===== config.mk =====
export PLATFORM = sky130hd
export DESIGN_NAME = ncm_div
export DESIGN_NICKNAME = d
export VERILOG_FILES = /design/src/ncm_pkg.sv /design/src/ncm_div.sv
export SDC_FILE = /design/constraint.sdc
export NUM_CORES = 1
export LEC_CHECK = 0
export BUFFER_PORTS_ARGS = -buffer_cell sky130_fd_sc_hd__buf_2
export CORE_AREA = 5 5 286 260
export DETAILED_ROUTE_END_ITERATION = 16
export DIE_AREA = 0 0 291 265
export PLACE_DENSITY = 0.78
export SYNTH_ARGS = -nofsm -noshare
export SYNTH_HDL_FRONTEND = slang
export SYNTH_SLANG_ARGS = --single-unit

===== constraint.sdc =====
create_clock -name i_clk -period 3.4 [get_ports i_clk]
set_clock_uncertainty 0.2 [all_clocks]
set_input_delay 0.68 -clock i_clk [delete_from_list [all_inputs] [get_ports i_clk]]
set_output_delay 0.68 -clock i_clk [all_outputs]
set_load 0.02 [all_outputs]

===== src/ncm_pkg.sv =====
// Package for the normalization cube map texel generator.
// Types, pipeline depths and fixed-point constants shared by all modules.
`timescale 1ns / 1ps
package ncm_pkg;

    localparam int COORD_BITS = 12;
    localparam int SIZE_BITS  = 13;
    localparam logic [SIZE_BITS-1:0] SIZE_RESET = 13'd256;

    // Q2.16 unit value
    localparam logic [17:0] ONE_Q16 = 18'd65536;

    // divider: quotient of a*2^17/d with a <= d, one quotient bit a stage
    localparam int DIV_W      = 17;
    localparam int DIV_FRAC   = 17;
    localparam int DIV_STAGES = DIV_FRAC + 1;
    localparam int QUO_W      = DIV_FRAC + 1;

    // integer square root of the Q2.32 squared length
    localparam int SQ_IN_W   = 34;
    localparam int SQ_OUT_W  = SQ_IN_W / 2;
    localparam int SQ_STAGES = SQ_OUT_W;
    localparam int SQ_REM_W  = SQ_OUT_W + 3;

    localparam int MAG_W = 17;

    typedef enum logic [2:0] {
        FACE_POS_X = 3'd0,
        FACE_NEG_X = 3'd1,
        FACE_POS_Y = 3'd2,
        FACE_NEG_Y = 3'd3,
        FACE_POS_Z = 3'd4,
        FACE_NEG_Z = 3'd5
    } t_face;

    typedef struct packed {
        logic       valid;
        logic       err;
        logic [2:0] face;
    } t_side_coord;

    typedef struct packed {
        logic                       valid;
        logic                       err;
        logic [2:0][MAG_W-1:0]      mag;
        logic [2:0]                 neg;
    } t_side_len;

    typedef struct packed {
        logic       valid;
        logic       err;
        logic       zero;
        logic [2:0] neg;
    } t_side_norm;

    typedef struct packed {
        logic       coord_error;
        logic [7:0] blue;
        logic [7:0] green;
        logic [7:0] red;
    } t_result;

endpackage


===== src/ncm_div.sv =====
// Pipelined restoring divider: floor(num * 2^17 / den) for num <= den.
// One quotient bit per stage; depends on ncm_pkg.
`timescale 1ns / 1ps
module ncm_div (
    input  logic                         i_clk,
    input  logic                         i_ce,
    input  logic [ncm_pkg::DIV_W-1:0]    i_num,
    input  logic [ncm_pkg::DIV_W-1:0]    i_den,
    output logic [ncm_pkg::QUO_W-1:0]    o_quo
);
    import ncm_pkg::*;

    logic [DIV_W-1:0] r_rem [DIV_STAGES];
    logic [DIV_W-1:0] r_den [DIV_STAGES];
    logic [QUO_W-1:0] r_quo [DIV_STAGES];

    // integer bit: set only when num equals den
    always_ff @(posedge i_clk) begin
        if (i_ce) begin
            r_rem[0] <= (i_num >= i_den) ? DIV_W'(i_num - i_den) : i_num;
            r_quo[0] <= {{(QUO_W-1){1'b0}}, (i_num >= i_den)};
            r_den[0] <= i_den;
        end
    end

    for (genvar k = 1; k < DIV_STAGES; k++) begin : g_stage
        logic [DIV_W:0] t;
        logic           ge;
        assign t  = {r_rem[k-1], 1'b0};
        assign ge = (t >= {1'b0, r_den[k-1]});
        always_ff @(posedge i_clk) begin
            if (i_ce) begin
                r_rem[k] <= ge ? DIV_W'(t - {1'b0, r_den[k-1]}) : DIV_W'(t);
                r_quo[k] <= {r_quo[k-1][QUO_W-2:0], ge};
                r_den[k] <= r_den[k-1];
            end
        end
    end

    assign o_quo = r_quo[DIV_STAGES-1];

endmodule


After elaboration in Yosys (flattened, before gate mapping)
Memories as Yosys holds them, arrays and structs flattened.
Index checks and enable logic that the tools add are counted.
{"block": "classes", "addsub": 18, "n_mul": 0, "div_mod_pow": 0, "order_cmp": 18, "eq_ne": 0, "shift": 0, "n_mux": 20, "bitwise_logic": 0, "n_reduce_logical": 0}
{"operator": "$ge A18 B17 Y1", "n": 17}
{"operator": "$mux W17", "n": 18}
{"operator": "$sub A17 B17 Y17", "n": 18}
{"operator": "$ge A17 B17 Y1", "n": 1}
{"operator": "$mux W1", "n": 2}
{"block": "totals", "reg_bits": 0, "latchBits": 0, "ramBits": 936, "rom_bits": 0, "input_bits": 36, "out_inout_bits": 18, "elab_cells": 59, "mem_count": 3}
{"memory": "r_quo", "words": 18, "word_bits": 18, "read_ports": 18, "rd_ports_with_merged_regs": 0, "write_ports": 18, "line": "ncm_div.sv:15", "source": "logic [QUO_W-1:0] r_quo [DIV_STAGES];"}
{"memory": "r_den", "words": 18, "word_bits": 17, "read_ports": 17, "rd_ports_with_merged_regs": 0, "write_ports": 18, "line": "ncm_div.sv:14", "source": "logic [DIV_W-1:0] r_den [DIV_STAGES];"}
{"memory": "r_rem", "words": 18, "word_bits": 17, "read_ports": 17, "rd_ports_with_merged_regs": 0, "write_ports": 18, "line": "ncm_div.sv:13", "source": "logic [DIV_W-1:0] r_rem [DIV_STAGES];"}

Logic depth before layout (Yosys ltp)
An unclocked memory read counts as a cell.
{"block": "depth", "ltp_word": 3, "depth_mapped": 13, "mapped_depth_nobuf": 11}

Worst setup path after synthesis
No wires, ideal clock.
{"block": "synth_path", "path_type": "input to register", "start": "input port i_den[6] (netlist bit)", "end": "memory r_rem[0][10], data pin", "setup_ns": 0.262, "arrival_ns": 2.958, "required_ns": 2.938, "setup_slack_ns": -0.020, "stages": 10, "n_path_buf": 1, "cell_sequence": "inv_1 > ha_1 > and4_4 > or3_1 > o22ai_1 > o31ai_1 > or2_4 > a221oi_4 > buf_6 > mux2_1"}
{"element": "start: declaration", "line": "ncm_div.sv:8", "source": "input logic [ncm_pkg::DIV_W-1:0] i_den,"}
{"element": "end: declaration", "line": "ncm_div.sv:13"}

==> summary.md <==
| Metric | Value |
|---|---|
| Status | complete, no violations |
| Multi-input gate area | 16,550 µm² |
| # IOs | 54 |
| Syn_nets | 3,698 |
| CP arrival | 3.50 ns |
| Layout cells sized above 1 | 14.79% |
| YS warnings | 0 |
| Max H-tree Level | 3 |
| Clock sink count | 749 |
| Clock Latency Late Sink | 0.64 ns |
| Max Slew Vio Count | 0 |
| Ys flop type | edfxtp_1 |
| Avg Inst Size Synth | 12.18 µm² |
| Initial antenna violation count | 2 |
| Starting Density | 57.30% |
| Hold endpoint | r_den[0][0] |
| Hold wc startpoint | i_den[0] |
| Root Buffer | clkbuf_16 |
| R2R Path Start | r_rem[3][6] |
| Max Cap Violations | 0 |
| Fill cells | 5,237 |
| TritonCTS clock tree | built |
| Cell Pwr Density | 903.6 nW/µm² |
| Max-slew headroom | 51.60% |
| Fin crit period | 3.336 ns |
| Vias in the first global route | 25,450 |
| Syn Std Cell Area | 40,670 µm² |
| Pre-CTS WS | -0.1465 ns |
| DRC Markers | 0 |
| Crit path kind | reg -> reg |
| Share of the synthesized area in the top cell type | 55.30% |
| Ys async rst share | 0% |
| Area grow syn2layout | 12.61% |
| Post-route ant nets | 0 |
| N_diodes | 0 |
| VDD IR max | 495.3 µV |
| Vias per cell | 5.702 |
| Register area | 22,490 µm² |
| Clock tree buffer depth | 3 |
| Fmax | 0.2998 GHz |
| Vias | 26,090 |
| Crit-path most repeated cell | a21oi_1 |
| CP max FO | 18 |
| Worst Path Required | 3.57 ns |
| CP startpoint | r_rem[3][6] |
| Setup ws final | 0.06399 ns |
| IO Port Bufs | 53 |
| Final Non-Filler Cells | 4,575 |
| Avg WL per Cell | 18.23 µm |
| Dpl cell area | 43,200 µm² |
| Drt total wl | 83,420 µm |
| Drt initial violations | 2,008 |
| First-pass GRT wire length | 134,100 µm |
| Synth area leaders | edfxtp_1 55%, ha_1 9.4%, mux2_2 4.8% |
| Most common cell after layout, fill and taps aside | edfxtp_1 |
| Post-DP HPWL | 61,270 µm |
| Crit start category | flop |
| Syn Inst Count | 3,340 |
| Fin util | 64.53% |
| # rows | 93 |
| Post-route cell area | 45,800 µm² |
| Post-synthesis sequential area ratio | 55.30% |
| Largest net degree at the start of global routing | 102 |
| Worst min path class | in -> reg |
| Nets | 3,925 |
| Post-synth EDFFs | 749 |
| Num CTS Buffers | 75 |
| Total die area | 77,120 µm² |
| Gp weighted congestion | 0.9280 |
| Synth Register Bits | 749 |
| Static Leak | 18.87 nW |
| CP Cell Sequence | ha_1, a21o_1, a21oi_1, inv_1, a21oi_1, o21ai_1, a41o_1, a31oi_4, mux2_2 |
| Worst setup EP type | flop |
| Worst stage delay on the critical path | 0.60 ns |
| Worst Reg-to-Reg Cells | 9 |
| Core area | 70,980 µm² |
| Die span in x | 291 µm |
| Fin. Hold Viols | 0 |
| Library cells used by synthesis | 86 |
| Drt first pass iters | 6 |
| Highest-count cells in the layout ignoring fill and taps | 749 x edfxtp_1, 402 x inv_1, 303 x ha_1 |
| Chip height | 265 µm |
| CP max stage cell | a31oi_4 |
| Top cell type by total area after synthesis | edfxtp_1 |
| Fin crit share | 98.12% |
| Worst hold stages | 1 |
| Worst slew pin tran | 0.7259 ns |
| Reg clk slew, reported paths | 0.07 ns |
| Final setup vio count | 0 |
| GR Overflow Total | 0 |
| Worst r2r dst | r_rem[4][2] |
| Placed Cells | 4,431 |
| Reg2Reg Setup Slack | 0.06 ns |
| Total track usage | 21.42% |
worst max-delay path: cells and delay by family (launching register included):
family                   cells  cell delay, ns
multiplexers                 1            0.47
buffers and inverters        1            0.06
flip-flops                   1            0.40
adder cells (fa/ha/maj)      1            0.33
AO/OA/AOI/OAI                6            1.58
per-layer routing:
layer | part of all wire (%) | track usage [%]
met3 | 7.7 | 4.917
met5 | 0 | 0
met1 | 43 | 29.35
met2 | 47 | 35.13
met4 | 2.3 | 5.411
how the worst max path moves through the flow:
stage | endpoint | cells past startpoint
after CTS | r_rem[6][8] | 9
final | r_rem[4][2] | 9
after floorplan | r_rem[0][10] | 10
after global placement | r_rem[8][3] | 9
after detailed placement | r_rem[8][11] | 9
after global routing | r_rem[5][3] | 11
sequential cells by signal, indices dropped and copies added (netlist names):
register  cells
r_quo       171
r_den       289
r_rem       289
cells by family (layout without fill, tap and decap cells):
kind of cell	Yosys count	after routing	synth area share, %
AOI/OAI and AO/OA	736	736	11.91
xor gates and xnor gates	210	210	4.522
muxes	210	210	5.817
buffers and inverters	447	732	4.224
DFF	749	749	55.30
adders and majority gates	322	322	10.22
and+or+nand+nor	666	666	8.011
layout make-up:
cell class                      instances  share of cell area, %
Clock buffer                           85                  4.180
Clock inverter                         50                  1.139
Inverter                              402                  3.295
Multi-Input combinational cell       2144                  36.14
Sequential cell                       749                  49.11
Tap cell                              950                  2.595
Timing Repair Buffer                  195                  3.549
what timing repair did:
item	4_1_cts	5_1_grt
hold buffers	2	0
pin swaps	1	2
hold endpoints to repair	2	0
gates resized for setup	2	11
buffers inserted	2	5
endpoints found under the setup margin	29	69
report_power, final:
part,internal (mW),switching [mW]
Clock,4.51,3.61
Combinational,8.78,9.58
Sequential,13.5,1.40
Total,26.8,14.6
through the flow:
step | hold slack (ns) | power, mW | TNS (ns)
floorplan | 0.2003 | 28.05 | 0
global placement | 0.2003 | 32.44 | -2.466
detailed placement | 0.2045 | 32.89 | -3.527
CTS | 0.003497 | 41.32 | 0
global route | 0.002795 | 44.11 | -0.05811
finish | 0.03496 | 41.39 | 0
cell usage after synthesis (all sizes together) (31+ instances only):
| cell | count |
|---|---|
| a21o | 103 |
| a21oi | 181 |
| a31oi | 46 |
| clkbuf | 31 |
| edfxtp | 749 |
| ha | 305 |
| inv | 402 |
| mux2 | 190 |
| nand2 | 200 |
| nand2b | 35 |
| nand3 | 32 |
| nand4 | 32 |
| nor2 | 155 |
| nor2b | 59 |
| nor3 | 50 |
| o21a | 37 |
| o21ai | 189 |
| xnor2 | 139 |
| xor2 | 71 |
Note: power is estimated with default switching activity, not from simulation.
