$ cat src/ncm_pkg.sv
// Package for the normalization cube map texel generator.
// Types, pipeline depths and fixed-point constants shared by all modules.
`timescale 1ns / 1ps
package ncm_pkg;

    localparam int COORD_BITS = 12;
    localparam int SIZE_BITS  = 13;
    localparam logic [SIZE_BITS-1:0] SIZE_RESET = 13'd256;

    // Q2.16 unit value
    localparam logic [17:0] ONE_Q16 = 18'd65536;

    // divider: quotient of a*2^17/d with a <= d, one quotient bit a stage
    localparam int DIV_W      = 17;
    localparam int DIV_FRAC   = 17;
    localparam int DIV_STAGES = DIV_FRAC + 1;
    localparam int QUO_W      = DIV_FRAC + 1;

    // integer square root of the Q2.32 squared length
    localparam int SQ_IN_W   = 34;
    localparam int SQ_OUT_W  = SQ_IN_W / 2;
    localparam int SQ_STAGES = SQ_OUT_W;
    localparam int SQ_REM_W  = SQ_OUT_W + 3;

    localparam int MAG_W = 17;

    typedef enum logic [2:0] {
        FACE_POS_X = 3'd0,
        FACE_NEG_X = 3'd1,
        FACE_POS_Y = 3'd2,
        FACE_NEG_Y = 3'd3,
        FACE_POS_Z = 3'd4,
        FACE_NEG_Z = 3'd5
    } t_face;

    typedef struct packed {
        logic       valid;
        logic       err;
        logic [2:0] face;
    } t_side_coord;

    typedef struct packed {
        logic                       valid;
        logic                       err;
        logic [2:0][MAG_W-1:0]      mag;
        logic [2:0]                 neg;
    } t_side_len;

    typedef struct packed {
        logic       valid;
        logic       err;
        logic       zero;
        logic [2:0] neg;
    } t_side_norm;

    typedef struct packed {
        logic       coord_error;
        logic [7:0] blue;
        logic [7:0] green;
        logic [7:0] red;
    } t_result;

endpackage

$ cat src/ncm_outq.sv
// Two-entry output queue; lets the pipeline keep moving while one result waits.
// Depends on ncm_pkg for the result type.
`timescale 1ns / 1ps
module ncm_outq (
    input  logic             i_clk,
    input  logic             i_rst_n,
    input  logic             i_push,
    input  ncm_pkg::t_result i_data,
    output logic             o_full,
    output logic             o_valid,
    output ncm_pkg::t_result o_data,
    input  logic             i_ready
);
    import ncm_pkg::*;

    t_result     r_mem [2];
    logic        r_wp;
    logic        r_rp;
    logic [1:0]  r_cnt;
    logic        pop;

    assign pop     = (r_cnt != 2'd0) && i_ready;
    assign o_valid = (r_cnt != 2'd0);
    assign o_full  = (r_cnt == 2'd2);
    assign o_data  = r_mem[r_rp];

    always_ff @(posedge i_clk) begin
        if (i_push) begin
            r_mem[r_wp] <= i_data;
        end
    end

    always_ff @(posedge i_clk) begin
        if (!i_rst_n) begin
            r_wp  <= 1'b0;
            r_rp  <= 1'b0;
            r_cnt <= 2'd0;
        end else begin
            if (i_push) r_wp <= ~r_wp;
            if (pop)    r_rp <= ~r_rp;
            r_cnt <= r_cnt + {1'b0, i_push} - {1'b0, pop};
        end
    end

endmodule
$ cat config.mk
export PLATFORM = sky130hd
export DESIGN_NAME = ncm_outq
export DESIGN_NICKNAME = d
export VERILOG_FILES = /design/src/ncm_pkg.sv /design/src/ncm_outq.sv
export SDC_FILE = /design/constraint.sdc
export NUM_CORES = 1
export LEC_CHECK = 0
export ABC_AREA = 1
export BUFFER_PORTS_ARGS = -buffer_cell sky130_fd_sc_hd__buf_2
export CAP_MARGIN = 10
export CORE_MARGIN = 5
export CORE_UTILIZATION = 51
export DETAILED_ROUTE_END_ITERATION = 16
export GPL_ROUTABILITY_DRIVEN = 0
export GPL_TIMING_DRIVEN = 0
export PLACE_DENSITY_LB_ADDON = 0.3
export SLEW_MARGIN = 20
export SYNTH_ARGS = -nofsm -noshare
export SYNTH_HDL_FRONTEND = slang
export SYNTH_SLANG_ARGS = --single-unit
$ cat constraint.sdc
create_clock -name i_clk -period 2.8 [get_ports i_clk]
set_clock_uncertainty 0.15 [all_clocks]
set_input_delay 0.56 -clock i_clk [delete_from_list [all_inputs] [get_ports i_clk]]
set_output_delay 0.56 -clock i_clk [all_outputs]
set_load 0.1 [all_outputs]
After elaboration in Yosys (flattened, before gate mapping)
Memory sizes are Yosys's and may differ from the RTL's. A register that Yosys moved wholly into a read port is not among the register bits. Cells that the tools add are included.

Add/subtract/negate cells: 2. Multiply operators: 0. Div/mod/pow operators: 0. Magnitude comparators: 0. Equality and inequality tests: 1. Shift operators: 0. Multiplexer cells: 4. Bitwise logic cells: 2. Reduce and logical (&&, ||, !) cells: 2.

Operator list (number): 1-bit two-way mux (4); 2-bit by 1-bit adder with 2-bit output (1); 2-bit equality test, second input constant (1); 1-bit inverter (2); 2-bit nonzero test (1); 2-bit by 1-bit subtractor with 2-bit output (1); 1-bit logical AND (1).

Flip-flop bits (word level): 4. Bits in latches: 0. Memory bits (writable): 50. Bits in read-only memories: 0. Bits of input ports: 29. Output and inout bits: 27. Logic and storage cells: 15. Memories: 1.

Memories: r_mem (depth 2, bits a word 25, rd ports 1, clocked after memory_dff 1, write ports 1, line ncm_outq.sv:16) `t_result r_mem [2];`.

Depth between registers and ports, before layout
Gate-level depths: netlist (run 1).

Word-level depth: 4. Mapped depth: 10. Gate-level depth less buffers: 10.

Worst setup path after synthesis (run 1)
OpenSTA, ideal clock, no wires.

Path type: register to output. From: register r_cnt[1]. To: output o_full. Arrival: 1.640 ns. Path slack: 0.450 ns. Stages on the path, launching flop included: 3. Path buffers: 0. Cells stage by stage: dfxtp_1 > inv_1 > nor2_1.

Longest elaborated chain between the ends: 1.

Ends and longest elaborated chain: from (decl) (line ncm_outq.sv:19) `logic [1:0] r_cnt;`; from (signal assigned) (line ncm_outq.sv:41) `r_cnt <= r_cnt + {1'b0, i_push} - {1'b0, pop};`; 2-bit equality test (line ncm_outq.sv:24) `assign o_full = (r_cnt == 2'd2);`; to (decl) (line ncm_outq.sv:9) `output logic o_full,`.

No other way between the ends.

==> results by group, run 1 <==
Synthesis
  – Cell area after synthesis: 2150 sq um
  – Yosys warnings: 0
  – Largest family of logic cells by synthesized area: multiplexers
  – Synth Area in Compound Gates: 0.233%
  – Post-synthesis simple-gate area fraction: 3.61%
  – Mux contribution to synthesized area: 16.6%
  – Syn avg cell area: 18.8 sq um
  – Post-Synth XOR/XNOR Area: 0%
  – Area share of fa/ha/maj cells after synthesis: 1.17%
  – Post-synth cell types: 12
  – Mapped Cells: 114
  – Synthesized Nets: 145
  – Register area share after synthesis: 74.6%
  – Synthesis-stage register bit count: 55

Clock network
  – CTS tree: yes
  – CTS root buf: clkbuf_8
  – H-tree Lvls: 2
  – CTS Buf Count: 5
  – Max Root-Sink Buffers: 2
  – Number of gates resized after cts: 0
  – Clk_lat worst skew: 0.29 ns
  – Hold_buf cts: 0
  – CTS clk-pin slew, worst paths: 0.09 ns
  – Clock Sinks: 55
  – Setup bufs post-CTS: 0

Timing
  – Slew @ Worst Pin: 0.999 ns
  – Fin. Hold Viols: 0
  – Unrepaired setup endpoints after global routing: false
  – Final worst-path cycle share: 79.3%
  – Tmin final: 2.22 ns
  – Fin. max-slew vios: 0
  – Relative slew margins: 33.3%
  – Hold slack: 0.301 ns
  – Fin worst setup slack: 0.580 ns
  – Fmax: 451 MHz
  – # setup viols final: 0

Detailed routing
  – Post-DR wirelength/cell: 14.9 um
  – Routed wire length: 3390 um
  – Initial DRC count: 32
  – Routed vias/inst: 4.94
  – Via count: 1,121
  – Post-DRT Antenna Nets: 0
  – Post-route DRC: 0
  – DR pass1 iterations: 4

Place
  – Dpl ws: 0.724 ns
  – Port bufs: 55
  – HPWL after DPL: 2440 um

Power
  – Max rail drop VDD: 0.000601 V
  – Leak Pwr: 0.00106 uW
  – Pwr per Cell Area: 981 nW/um^2
  – Total power draw: 2520 uW

Job
  – Maxcap violations: 0

Setup path
  – R2R Setup Slk: 1.05 ns
  – RR Startpoint: r_wp$_SDFFE_PN0P_
  – Reg-to-Reg End: r_mem[1][14]$_DFFE_PP_
  – CP Capture Type: output port
  – Critical Path Start Type: register
  – WS Path Type: reg2out
  – Worst endpoint required time: 2.09 ns
  – Max FO, Critical Path: 10
  – Reg2Reg Depth: 2
  – CP Data Arrival Time: 1.51 ns

Min path
  – Hold path depth: 1
  – Min-Delay Startpoint: i_data[7]
  – Worst Hold Class: in2reg
  – Min-Delay Endpoint: r_mem[0][7]$_DFFE_PP_

Finish
  – Final Util: 63.9%
  – ANT cells: 0
  – Nets: 207
  – Layout cells sized above 1: 50.8%
  – Area growth from synthesis to layout: 19.9%

Die
  – IO Count: 56
  – Core area: 4030 sq um
  – Chip Width: 74.9 um
  – Die Y-Extent: 74.9 um
  – DIE AREA: 5610 sq um
  – Rows: 23
  – Starting Density: 53.3%

Global routing
  – Largest net degree at the start of global routing: 26
  – Initial antenna violation count: 0
  – Congestion Overflow GR: 0
  – Number of global-route vias before repair: 1,262
  – First-pass GRT wire length: 5220 um
  – GRT Overall Usage: 12.6%

Run status
  – Status: completed
-- final cells by class --
type                       instances  area (sq um)
buffer                             3          51.3
clock inverter                     1          5.00
multi-input combinational         48           472
timing repair buffer              55           275
tap                               50          62.6
sequential                        55          1600
clock buffer                       7          76.3
inverter                           8          30.0
fill                             327          1460
-- cells by family (layout without fill, tap and decap cells) --
| kind of cell | Yosys count | after routing |
|---|---|---|
| compound gates | 1 | 1 |
| buf+inv | 11 | 74 |
| fa+ha+maj | 2 | 2 |
| flops | 55 | 55 |
| simple gates | 20 | 20 |
| mux | 25 | 25 |
-- cell usage after synthesis (all sizes together) --
master	n	area, sq um
dfxtp	5	100
edfxtp	50	1500
a21oi	1	5.00
buf	3	51.3
nand2	8	30.0
ha	2	25.0
inv	8	30.0
nor2	10	37.5
mux2	25	357
nand3	2	10.0
-- layout by cell type, fill, tap and decap left out, drive strengths merged --
master  instances
a21oi           1
buf            58
clkbuf          7
clkinv          1
dfxtp           5
edfxtp         50
ha              2
inv             8
mux2           25
nand2           8
nand3           2
nor2           10
-- layer usage --
layer	vias to the layer above	part of all wire, %	global-route usage (%)
met5	-	0	0
met4	0	1.0	4.15
met3	4	6.2	3.74
met2	34	57	24.9
met1	546	36	12.3
li1	537	-	-
-- sequential cells by signal, summed over array words and instances, names as in the netlist, named ones only --
name and flops:
r_wp 1, r_rp 1, r_cnt 2, r_mem 50
-- power breakdown --
part | internal [uW] | switching [uW]
registers | 962 | 24.5
logic | 271 | 866
clock network | 176 | 225
-- worst max-delay path by stage --
stage / cells after the start / startpoint / to
2_1_floorplan: 2 / r_cnt[1]$_SDFF_PN0_ / o_full
3_3_place_gp: 3 / i_push / r_mem[0][12]$_DFFE_PP_
3_5_place_dp: 3 / i_push / r_mem[1][12]$_DFFE_PP_
4_1_cts: 4 / register / o_data[15]
5_1_grt: 4 / register / o_data[13]
6_report: 4 / register / o_data[10]
-- worst max-delay path, cell delays in order (launching register included) --
cell     delay [ns]
dfxtp_1        0.33
buf_6          0.14
buf_12         0.15
mux2_4         0.30
buf_2          0.29
-- per-stage QoR --
stage | instances | TNS, ns | instance area, sq um
CTS | 227 | 0 | 2570
detailed placement | 219 | 0 | 2490
floorplan | 114 | 0 | 2150
global route | 227 | 0 | 2570
global placement | 219 | -1.50 | 2480
finish | 227 | 0 | 2570
Power figures use the tool's default switching activity.
==> run 2, diff against run 1 <==
clock period = 2.15 ns   (was 2.8 ns; I/O delays follow)
==> run 2 against run 1 <==
  * Wire length fell by 2.6%
  * Total power up 41%
  * Utilization rose by 2.2 points
  * Cell count unchanged
  * Clock-buffer cell count shrank 2
  * Combinational power is 32% higher
  * Register-to-register slack worse by 0.64 ns
  * Worst hold slack got worse by 0.13 ns
  * Sequential cell count stayed put
  * Critical endpoint is now o_data[5]
==> results by group, run 2 (synthesis gave the netlist of run 1 again) <==
Setup path
  – Worst endpoint required time: 1.57 ns (was 2.09 ns)
  – Max FO, Critical Path: 10 (unchanged)
  – R2R Setup Slk: 0.41 ns (was 1.05 ns)
  – Critical Path Start Type: register (unchanged)
  – WS Path Type: reg2out (unchanged)
  – Reg2Reg Depth: 2 (unchanged)
  – CP Data Arrival Time: 1.51 ns (about the same)
  – CP Capture Type: output port (unchanged)

Global routing
  – Initial antenna violation count: 0 (unchanged)
  – Number of global-route vias before repair: 1,144 (was 1,262)
  – GRT Overall Usage: 12.7% (was 12.6%)
  – First-pass GRT wire length: 5040 um (was 5220 um)
  – Largest net degree at the start of global routing: 26 (unchanged)
  – Congestion Overflow GR: 0 (unchanged)

Detailed routing
  – Routed wire length: 3310 um (was 3390 um)
  – Post-route DRC: 0 (unchanged)
  – Routed vias/inst: 4.85 (was 4.94)
  – Initial DRC count: 52 (was 32)
  – Post-DR wirelength/cell: 14.6 um (was 14.9 um)
  – Post-DRT Antenna Nets: 0 (unchanged)
  – DR pass1 iterations: 4 (unchanged)
  – Via count: 1,102 (was 1,121)

Die
  – IO Count: 56 (unchanged)
  – Die Y-Extent: 74.9 um (unchanged)
  – DIE AREA: 5610 sq um (unchanged)
  – Chip Width: 74.9 um (unchanged)
  – Core area: 4030 sq um (unchanged)
  – Starting Density: 53.3% (unchanged)
  – Rows: 23 (unchanged)

Min path
  – Hold path depth: 1 (unchanged)
  – Worst Hold Class: in2reg (unchanged)

Clock network
  – CTS tree: yes (unchanged)
  – CTS clk-pin slew, worst paths: 0.09 ns (about the same)
  – H-tree Lvls: 2 (unchanged)
  – Clock Sinks: 55 (unchanged)
  – CTS Buf Count: 5 (unchanged)
  – CTS root buf: clkbuf_8 (unchanged)
  – Clk_lat worst skew: 0.30 ns (was 0.29 ns)
  – Max Root-Sink Buffers: 2 (unchanged)

Power
  – Pwr per Cell Area: 1340 nW/um^2 (was 981 nW/um^2)
  – Max rail drop VDD: 0.000833 V (was 0.000601 V)
  – Leak Pwr: 0.00109 uW (was 0.00106 uW)

Finish
  – Largest register FFs: 50 (unchanged)
  – Most common cell after layout, fill and taps aside: edfxtp_1 (was buf_2)
  – Nets: 207 (unchanged)
  – Most frequent cells in the layout: 50 x edfxtp_1, 43 x buf_2, 20 x mux2_4, 10 x clkbuf_4 (was 55 x buf_2, 50 x edfxtp_1, 20 x mux2_4, 9 x nor2_1)
  – Layout cells sized above 1: 52.5% (was 50.8%)
  – ANT cells: 0 (unchanged)
  – Area growth from synthesis to layout: 24.0% (was 19.9%)
  – Biggest regs: r_mem x50, r_cnt x2 (unchanged)
  – Largest register by flop count: r_mem (unchanged)
  – Cell Count, Final, Fillers Out: 227 (unchanged)
  – Final Cell Area: 2660 sq um (was 2570 sq um)

Place
  – Dpl ws: 0.220 ns (was 0.724 ns)
  – Port bufs: 55 (unchanged)
  – Post-placement cell count: 219 (unchanged)
  – Placed Area: 2490 sq um (about the same)
  – HPWL after DPL: 2340 um (was 2440 um)

Run status
  – Status: completed (unchanged)

Timing
  – Fin. max-slew vios: 0 (unchanged)
  – Hold slack: 0.166 ns (was 0.301 ns)
  – Slew @ Worst Pin: 0.975 ns (was 0.999 ns)
  – Final worst-path cycle share: 97.4%
  – Fin worst setup slack: 0.0556 ns (was 0.580 ns)
  – # setup viols final: 0 (unchanged)
  – Tmin final: 2.09 ns
  – Fmax: 477 MHz
  – Fin. Hold Viols: 0 (unchanged)
  – Unrepaired setup endpoints after global routing: false (unchanged)
  – Relative slew margins: 34.9% (was 33.3%)

Job
  – Maxcap violations: 0 (unchanged)
## run 2: cell count changes in the layout (fill, tap and decap cells not counted)
cell / before / now
buf_2: 55 / 43
buf_4: 0 / 2
bufinv_16: 0 / 2
clkbuf_1: 2 / 0
clkbuf_4: 0 / 10
clkinv_2: 1 / 0
clkinvlp_4: 0 / 1
nor2_1: 9 / 8
nor2_2: 0 / 1
## run 2: cell type report
class	instances	area, sq um
Buffer	3	51.3
Clock buffer	5	68.8
Clock inverter	3	67.6
Fill cell	294	1370
Inverter	8	30.0
Multi-Input combinational cell	48	474
Sequential cell	55	1600
Tap cell	50	62.6
Timing Repair Buffer	55	305
## run 2: worst paths after layout
| kind | startpoint | end |
|---|---|---|
| max reg2reg | r_wp$_SDFFE_PN0P_ | r_mem[1][10]$_DFFE_PP_ |
| min | i_data[1] | r_mem[1][1]$_DFFE_PP_ |
| min reg2reg | r_rp$_SDFFE_PN0P_ | r_rp$_SDFFE_PN0P_ |
| max | register | o_data[5] |
## run 2: report_power, final
| part | switching (uW) | internal, uW |
|---|---|---|
| Sequential | 34.6 | 1250 |
| Clock | 303 | 464 |
| Combinational | 1130 | 379 |
| Total | 1470 | 2100 |
## run 2: metrics by stage
| step | total power (uW) | setup TNS [ns] | utilization [%] |
|---|---|---|---|
| floorplan | 2610 | 0 | - |
| global placement | 2770 | -14.91 | 61.7 |
| detailed placement | 2810 | 0 | 61.9 |
| CTS | 3580 | 0 | 65.3 |
| global route | 3700 | 0 | 66.1 |
| finish | 3570 | 0 | 66.1 |
## run 2: worst max-delay path, cell delays in order, from the launching register on
cell and delay [ns]:
dfxtp_1 0.33, buf_6 0.14, buf_12 0.15, mux2_4 0.30, buf_2 0.29
## run 2: per-layer routing
metal | vias up | GRT usage [%] | part of all wire [%]
met2 | 41 | 22.1 | 53
met5 | - | 0 | 0
met4 | 0 | 5.93 | 2.2
li1 | 537 | - | -
met1 | 517 | 13.5 | 37
met3 | 7 | 4.81 | 7.8
## run 2: what timing repair did
item / 4_1_cts / 5_1_grt
endpoints found under the setup margin: 0 / 12
gates resized for setup: 0 / 14
buffers inserted: 0 / 0
hold buffers: 0 / 0
