[config.mk]
export PLATFORM = sky130hd
export DESIGN_NAME = ncm_sqrt
export DESIGN_NICKNAME = d
export VERILOG_FILES = /design/src/ncm_pkg.sv /design/src/ncm_sqrt.sv
export SDC_FILE = /design/constraint.sdc
export NUM_CORES = 1
export LEC_CHECK = 0
export BUFFER_PORTS_ARGS = -buffer_cell sky130_fd_sc_hd__buf_2
export CAP_MARGIN = 25
export CORE_MARGIN = 2
export CORE_UTILIZATION = 45
export CTS_CLUSTER_DIAMETER = 60
export CTS_CLUSTER_SIZE = 30
export DETAILED_ROUTE_END_ITERATION = 8
export HOLD_SLACK_MARGIN = 0.12
export MAX_ROUTING_LAYER = met4
export SETUP_SLACK_MARGIN = 0.02
export SLEW_MARGIN = 20
export SYNTH_ARGS = -nofsm -noshare
export SYNTH_HDL_FRONTEND = slang
export SYNTH_SLANG_ARGS = --single-unit
[constraint.sdc]
create_clock -name i_clk -period 3.73 [get_ports i_clk]
set_input_delay 0.373 -clock i_clk [delete_from_list [all_inputs] [get_ports i_clk]]
set_output_delay 0.373 -clock i_clk [all_outputs]
set_load 0.01 [all_outputs]
[src/ncm_pkg.sv]
// Package for the normalization cube map texel generator.
// Types, pipeline depths and fixed-point constants shared by all modules.
`timescale 1ns / 1ps
package ncm_pkg;

    localparam int COORD_BITS = 12;
    localparam int SIZE_BITS  = 13;
    localparam logic [SIZE_BITS-1:0] SIZE_RESET = 13'd256;

    // Q2.16 unit value
    localparam logic [17:0] ONE_Q16 = 18'd65536;

    // divider: quotient of a*2^17/d with a <= d, one quotient bit a stage
    localparam int DIV_W      = 17;
    localparam int DIV_FRAC   = 17;
    localparam int DIV_STAGES = DIV_FRAC + 1;
    localparam int QUO_W      = DIV_FRAC + 1;

    // integer square root of the Q2.32 squared length
    localparam int SQ_IN_W   = 34;
    localparam int SQ_OUT_W  = SQ_IN_W / 2;
    localparam int SQ_STAGES = SQ_OUT_W;
    localparam int SQ_REM_W  = SQ_OUT_W + 3;

    localparam int MAG_W = 17;

    typedef enum logic [2:0] {
        FACE_POS_X = 3'd0,
        FACE_NEG_X = 3'd1,
        FACE_POS_Y = 3'd2,
        FACE_NEG_Y = 3'd3,
        FACE_POS_Z = 3'd4,
        FACE_NEG_Z = 3'd5
    } t_face;

    typedef struct packed {
        logic       valid;
        logic       err;
        logic [2:0] face;
    } t_side_coord;

    typedef struct packed {
        logic                       valid;
        logic                       err;
        logic [2:0][MAG_W-1:0]      mag;
        logic [2:0]                 neg;
    } t_side_len;

    typedef struct packed {
        logic       valid;
        logic       err;
        logic       zero;
        logic [2:0] neg;
    } t_side_norm;

    typedef struct packed {
        logic       coord_error;
        logic [7:0] blue;
        logic [7:0] green;
        logic [7:0] red;
    } t_result;

endpackage

[src/ncm_sqrt.sv]
// Pipelined digit-by-digit integer square root, one root bit per stage.
// Depends on ncm_pkg.
`timescale 1ns / 1ps
module ncm_sqrt (
    input  logic                          i_clk,
    input  logic                          i_ce,
    input  logic [ncm_pkg::SQ_IN_W-1:0]   i_val,
    output logic [ncm_pkg::SQ_OUT_W-1:0]  o_root
);
    import ncm_pkg::*;

    logic [SQ_IN_W-1:0]  r_val  [SQ_STAGES];
    logic [SQ_REM_W-1:0] r_rem  [SQ_STAGES];
    logic [SQ_OUT_W-1:0] r_root [SQ_STAGES];

    for (genvar k = 0; k < SQ_STAGES; k++) begin : g_stage
        logic [SQ_IN_W-1:0]  val_in;
        logic [SQ_REM_W-1:0] rem_in;
        logic [SQ_OUT_W-1:0] root_in;
        logic [SQ_REM_W+1:0] t;
        logic [SQ_REM_W+1:0] trial;
        logic                ge;
        if (k == 0) begin : g_first
            assign val_in  = i_val;
            assign rem_in  = '0;
            assign root_in = '0;
        end else begin : g_next
            assign val_in  = r_val[k-1];
            assign rem_in  = r_rem[k-1];
            assign root_in = r_root[k-1];
        end
        // bring down the next two bits of the radicand
        assign t     = {rem_in, val_in[SQ_IN_W-1 -: 2]};
        assign trial = (SQ_REM_W+2)'({root_in, 2'b01});
        assign ge    = (t >= trial);
        always_ff @(posedge i_clk) begin
            if (i_ce) begin
                r_val[k]  <= {val_in[SQ_IN_W-3:0], 2'b00};
                r_rem[k]  <= ge ? SQ_REM_W'(t - trial) : SQ_REM_W'(t);
                r_root[k] <= {root_in[SQ_OUT_W-2:0], ge};
            end
        end
    end

    assign o_root = r_root[SQ_STAGES-1];

endmodule

Yosys cells after proc, flatten, opt, wreduce, memory -nomap -nowiden

Memories as Yosys holds them, arrays and structs flattened.
Index checks and enable logic that the tools add are counted.

Add/sub/neg operators: 17
Multiplexer cells: 19
Order comparisons: 17

Operators by type and width:

| cell                                                                                | count |
|---|---|
| 22-bit by 19-bit greater-or-equal comparator with 1-bit output                      | 16 |
| 20-bit 2-to-1 mux                                                                   | 17 |
| 20-bit by 19-bit subtractor with 20-bit output                                      | 16 |
| 2-bit by 1-bit subtractor with 3-bit output, second input constant                  | 1 |
| 2-bit by 1-bit greater-or-equal comparator with 1-bit output, second input constant | 1 |
| 1-bit 2-to-1 mux                                                                    | 2 |

Logic and storage cells: 56
Input bits: 36
Output and inout port bits: 17
Memories: 3
Memory bits (writable): 1173
Register bits: 0

Memory list:

| name   | words | width | rd ports | clocked after memory_dff | wr ports | RTL line       | RTL |
|---|---|---|---|---|---|---|---|
| r_val  | 17    | 32    | 16       | 0                        | 17       | ncm_sqrt.sv:12 | `logic [SQ_IN_W-1:0] r_val [SQ_STAGES];` |
| r_rem  | 17    | 20    | 16       | 0                        | 17       | ncm_sqrt.sv:13 | `logic [SQ_REM_W-1:0] r_rem [SQ_STAGES];` |
| r_root | 17    | 17    | 17       | 0                        | 17       | ncm_sqrt.sv:14 | `logic [SQ_OUT_W-1:0] r_root [SQ_STAGES];` |

Longest topological paths before layout

Gate-level depths: netlist of run 1.
An unclocked memory read counts as a cell.

Depth in word-level cells: 3
Depth in mapped cells: 11

Worst setup path before layout of run 1

OpenSTA, ideal clock, no wires.

Kind: flip-flop to flip-flop
Start: memory r_rem[0][285] in the netlist's numbering
End: memory r_rem[0][310] in the netlist's numbering (data pin)
Data arrival time: 2740 ps
Slack: 730 ps
Clock period less this slack: 3000 ps
Library setup time: 260 ps
Stages on the path, launching flop included: 10
Cell sequence: edfxtp_1 -> ha_1 -> a21o_1 -> a211oi_1 -> o2bb2ai_1 -> a2111o_1 -> o31a_1 -> nor2_4 -> buf_4 -> mux2_2

RTL lines:

| element            | RTL line |
|---|---|
| start: declaration | ncm_sqrt.sv:13 |

==> results of run 1 <==
logic make-up (layout without fill, tap and decap cells):
group	Yosys count	in the layout	synth area share, %
AOI/OAI and AO/OA	447	447	8.61
adders and majority gates	171	171	6.41
xor gates and xnor gates	226	226	5.93
buffers and inverters	243	426	2.76
muxes	50	50	1.67
and+or+nand+nor	634	634	9.66
DFF	722	722	65.0
other	1	1	0.0112
how the worst max path moves through the flow:
| stage | start | to | cells past startpoint |
|---|---|---|---|
| after floorplan | r_rem[0][285] | r_rem[0][310] | 9 |
| after global placement | r_rem[0][280] | r_rem[0][302] | 8 |
| after detailed placement | r_rem[0][280] | r_rem[0][309] | 8 |
| after CTS | r_rem[0][280] | r_rem[0][309] | 8 |
| after global routing | r_rem[0][280] | r_rem[0][309] | 8 |
| final | r_rem[0][280] | r_rem[0][309] | 8 |
state kept, by name, summed over array words and instances (netlist names):
signal and cells:
r_root 153, r_rem 297, r_val 272
power breakdown:
part           internal, mW  leakage, nW  switching, mW
Combinational          1.31         6.33           1.63
Sequential             9.99         6.91          0.507
Clock                  2.90        0.888           3.16
Total                  14.2         14.1           5.30
cell type report:
cell class | count | area, um2
inverters | 213 | 800
fillers | 6162 | 36000
repair buffers | 115 | 906
multi-input cells | 1529 | 10800
well taps | 959 | 1200
clock inverters | 42 | 512
flip-flops and latches | 722 | 21700
clock buffers | 56 | 1340
cell usage after synthesis (all sizes together) (11+ instances only):
master,number,area (um2)
nor4,40,265
nor2,158,601
xor2,98,858
edfxtp,722,21700
or4,20,158
mux2,46,518
a211oi,11,82.6
a21oi,120,601
o21a,39,293
inv,213,800
a31oi,14,87.6
nor2b,22,138
o31ai,21,158
nand3,49,245
o211ai,12,90.1
nand2b,33,206
or3,26,163
nand2,142,533
nand4,16,100
o21ai,105,526
nor3,65,325
a21o,43,323
xnor2,128,1120
clkbuf,24,90.1
ha,171,2140
cell usage in the layout (no fill, tap or decap), types with 33 or more instances in the layout:
cell / n
xor2_1: 98
ha_1: 171
nor2_1: 157
xnor2_1: 128
nor3_1: 64
nor4_1: 39
o21a_1: 39
nand2_1: 142
buf_2: 51
nand3_1: 49
clkbuf_16: 53
o21ai_0: 104
a21oi_1: 120
a21o_1: 43
inv_1: 213
nand2b_1: 33
edfxtp_1: 722
dlygate4sd3_1: 35
mux2_2: 46
metrics by stage:
step                area, um2  hold slack, ns
floorplan               33400           0.400
global placement        35000           0.400
detailed placement      35000           0.405
CTS                     37200           0.195
global route            37200           0.204
finish                  37200           0.210
worst max-delay path: stages (launching register included):
cell and delay [ns]:
edfxtp_1 0.40, ha_1 0.36, nor2b_1 0.17, o2111ai_1 0.30, a21boi_0 0.19, a2111o_1 0.49, o31a_1 0.40, nor2_4 0.45
mux2_2 0.41
layer usage:
metal  wire [um]  share of wire, %
met1       27100                45
met4        1550               2.6
met2       28300                47
met3        2650               4.4
met5           0                 0
==> results.yml, run 1 <==
cts:
  cts-root-buf: "clkbuf_16"
  htree_num_levels: 2
  cts_made_buffers: 53
  cts-resized-gates: 0
  cts_setup_buffers: 0
  cts.reportedPaths.clkPinSlew_ns: 0.09
  cts_buffer_depth: 3
  cts_tree: "built"
  clock_sinks: 722
  insertion_delay_ns: 0.64
  cts_hold_buf: 35
placed_design:
  port-buffer-count: 52
  gp_congestion: 0.929
  dp_hpwl_um: 42200
  dp.cells: 3503
  dp_slack_ns: 0.360
die:
  floorplan.initialDensity_pct: 45.6
  core_um2: 73200
  ios: 53
  die_width_um: 276
  dieHeight_um: 276
  row_count: 99
  die_area_um2: 76400
global_route:
  grt_first_pass_wirelength_um: 97700
  grt_pass1_vias: 19300
  grt_max_degree: 107
  grt_use_total_pct: 15.9
  grt_busiest_layer: "met2"
  antenna_found_initial: 0
  use_met2_pct: 25.6
  use_met3_pct: 2.32
  grt_overflow: 0
  use_met1_pct: 20.9
synth:
  synth-edff-count: 722
  synthesis.area_um2: 33400
  syn_nets: 2701
  avgSynthCellArea_um2: 13.4
  synth_ff_type: "edfxtp_1"
  ys_seq_area_share_pct: 65.0
  synth_seq_cells: 722
  yosysWarningCount: 0
  async_flop_share_pct: 0
  synth_cell_types: 73
  syn_inst: 2494
worst_setup_path:
  worstPathArrival_ns: 3.81
  worst_r2r_startpoint: "r_rem[0][280]"
  r2r_end: "r_rem[0][309]"
  rrSetupSlack_ns: 0.28
  cp_max_fo: 16
  reg2reg_depth: 8
  worstPathRequired_ns: 4.09
  startpoint_type: "register"
  crit_type: "register to register"
  end_kind: "register"
power:
  powerDensity_nw_per_um2: 524
  finalPower_mw: 19.5
  p_leak_nw: 14.1
  max-vdd-ir-drop_uv: 495
sta:
  slew_headroom_pct: 40.7
  worst-slew-pin-transition_ns: 0.878
  drv_slew: 0
  period_share_pct: 92.6
  finalWorstSetupSlack_ns: 0.277
  fin_crit_ns: 3.45
  hold_viol_final: 0
  clock.fmax_mhz: 290
  setup-violations-final: 0
  finClkSkew_ns: 0.0529
  fin_setup_tns_ns: 0
  grt_setup_unrepaired: "no"
run_status:
  status: "complete, no violations"
detailed_routing:
  drcViolationCount: 0
  avgRoutedWirePerCell_um: 16.4
  wirelength_um: 59600
  first_pass_iters: 5
  via_per_inst: 5.36
  dr_total_vias: 19500
  ant_nets: 0
  drt_iter0_markers: 1481
min_path:
  min-delay-start: "i_ce"
  hold_path.class: "input pin to register"
  hold_path_end: "r_val[0][1]"
  hold_depth: 1
finish:
  postLayoutCoreUtil_pct: 50.9
  nets: 2841
  area_growth_pct: 11.6
  diodes: 0
  layoutNonFillerInstCount: 3636
  final_layout_size_suffix_gt1_share_pct: 9.34
job:
  max_cap_viol_count: 0
Power figures use the tool's default switching activity.
==> run 2, diff against run 1 <==
--- a/config.mk
+++ b/config.mk
@@ -14,5 +14,4 @@
 export DETAILED_ROUTE_END_ITERATION = 8
 export HOLD_SLACK_MARGIN = 0.12
-export MAX_ROUTING_LAYER = met4
 export SETUP_SLACK_MARGIN = 0.02
 export SLEW_MARGIN = 20
==> constraint.sdc (replaced) <==
create_clock -name i_clk -period 3.73 [get_ports i_clk]
set_input_delay 0.1865 -clock i_clk [delete_from_list [all_inputs] [get_ports i_clk]]
set_output_delay 0.1865 -clock i_clk [all_outputs]
set_load 0.01 [all_outputs]
==> results.yml, run 2 (same netlist as run 1, synthesis figures left out) <==
finish:
  postLayoutCoreUtil_pct: 51.2
  final_layout_size_suffix_gt1_share_pct: 9.68
  filler_cell_count: 6161
  nets: 2846
  diodes: 0
  largest_reg_flops: 297
  top_register: "r_rem"
  largestRegisters: "r_rem: 297 flops, r_val: 272 flops, r_root: 153 flops"
  area_growth_pct: 12.4
  final_cell_mix: "edfxtp_1 (722), inv_1 (213), ha_1 (171), nor2_1 (157), nand2_1 (142)"
  final_area_um2: 37500
  final_common_cell: "edfxtp_1"
  layoutNonFillerInstCount: 3645
worst_setup_path:
  path_cells: "ha_1 -> nor2b_1 -> o2111ai_1 -> a21boi_0 -> a2111o_1 -> o31a_1 -> nor2_4 -> mux2_2"
  worst_r2r_startpoint: "r_rem[0][280]"
  worstPathArrival_ns: 3.82
  cp_max_fo: 16
  cpPeakStageDelay_ns: 0.48
  crit_path_start: "r_rem[0][280]"
  cp_slowest_cell: "a2111o_1"
  startpoint_type: "register"
  worstPathRequired_ns: 4.11
  end_kind: "register"
  crit_type: "register to register"
min_path:
  min-delay-start: "i_val[20]"
  hold_path.class: "input pin to register"
global_route:
  grt_first_pass_wirelength_um: 98400
  grt_pass1_vias: 19600
  use_met1_pct: 21.0
  antenna_found_initial: 0
  grt_overflow: 0
  use_met2_pct: 25.9
  grt_max_degree: 102
  use_met3_pct: 2.30
  grt_use_total_pct: 15.6
  grt_busiest_layer: "met2"
sta:
  fin_setup_tns_ns: 0
  grt_setup_unrepaired: "no"
  period_share_pct: 92.4
  drv_slew: 0
  finalWorstSetupSlack_ns: 0.283
  clock.fmax_mhz: 290
  finClkSkew_ns: 0.0270
  hold_viol_final: 0
  hold_slack_ns: 0.243
  setup-violations-final: 0
  worst-slew-pin-transition_ns: 0.910
  slew_headroom_pct: 38.9
  fin_crit_ns: 3.45
die:
  core_um2: 73200
  die_width_um: 276
  die_area_um2: 76400
  row_count: 99
  ios: 53
  dieHeight_um: 276
  floorplan.initialDensity_pct: 45.6
cts:
  cts_tree: "built"
  clock_sinks: 722
  cts_made_buffers: 56
  insertion_delay_ns: 0.64
  cts.reportedPaths.clkPinSlew_ns: 0.09
  htree_num_levels: 2
  cts_buffer_depth: 3
  cts-root-buf: "clkbuf_16"
run_status:
  status: "complete, no violations"
power:
  max-vdd-ir-drop_uv: 456
  p_leak_nw: 14.2
  finalPower_mw: 19.9
  powerDensity_nw_per_um2: 531
placed_design:
  port-buffer-count: 52
  dp_slack_ns: 0.347
  dp_hpwl_um: 42200
  gp_congestion: 0.907
  dp.cells: 3504
  placed_cell_area_um2: 35100
detailed_routing:
  drcViolationCount: 0
  avgRoutedWirePerCell_um: 16.2
  first_pass_iters: 5
  wirelength_um: 59100
  via_per_inst: 5.34
  drt_iter0_markers: 1482
  ant_nets: 0
  dr_total_vias: 19500
job:
  max_cap_viol_count: 0
[run 2: cell count changes in the layout (fill, tap and decap cells not counted), sizes merged]
cell / previous run / this run
dlygate4sd3: 35 / 36
clkinv: 14 / 22
buf: 80 / 81
clkbuf: 56 / 57
clkinvlp: 4 / 3
inv: 236 / 235
[run 2: worst max-delay path, delay by kind of cell (launching register included)]
family | cells | cell delay (ns)
AO/OA/AOI/OAI | 4 | 1.38
multiplexers | 1 | 0.41
AND/OR/NAND/NOR | 2 | 0.65
adder cells (fa/ha/maj) | 1 | 0.36
flip-flops | 1 | 0.39
[run 2: per-layer routing]
| layer | vias to the layer above | routed length (um) |
|---|---|---|
| met5 | - | 0 |
| met4 | 0 | 1660 |
| met3 | 105 | 2720 |
| met2 | 391 | 27800 |
| met1 | 9381 | 26900 |
| li1 | 9592 | - |
[run 2: worst paths after layout]
check                       end  slack (ns)  cells after the start
setup / recovery  r_rem[0][316]        0.28                      8
hold / removal     r_val[0][20]        0.24                      2
setup reg to reg  r_rem[0][316]        0.28                      8
hold reg to reg   r_val[0][351]        0.42                      0
[run 2: power by group]
group / leakage, nW / switching [mW] / internal [mW]
Sequential: 6.91 / 0.510 / 9.99
Combinational: 6.35 / 1.63 / 1.32
Clock: 0.984 / 3.32 / 3.14
Total: 14.2 / 5.46 / 14.5
[run 2: what timing repair did]
| item | CTS | global route |
|---|---|---|
| hold buffers | 36 | 0 |
| buffers inserted | 0 | 0 |
| resized for setup | 0 | 0 |
| hold endpoints to repair | 43 | 0 |
[run 2: final cells by class]
class                           count  area (um2)  share of cell area [%]
Sequential cell                   722       21700                    57.8
Multi-Input combinational cell   1529       10800                    28.8
Clock buffer                       57        1430                    3.80
Tap cell                          959        1200                    3.20
Timing Repair Buffer              117         961                    2.56
Inverter                          213         800                    2.13
Clock inverter                     48         627                    1.67
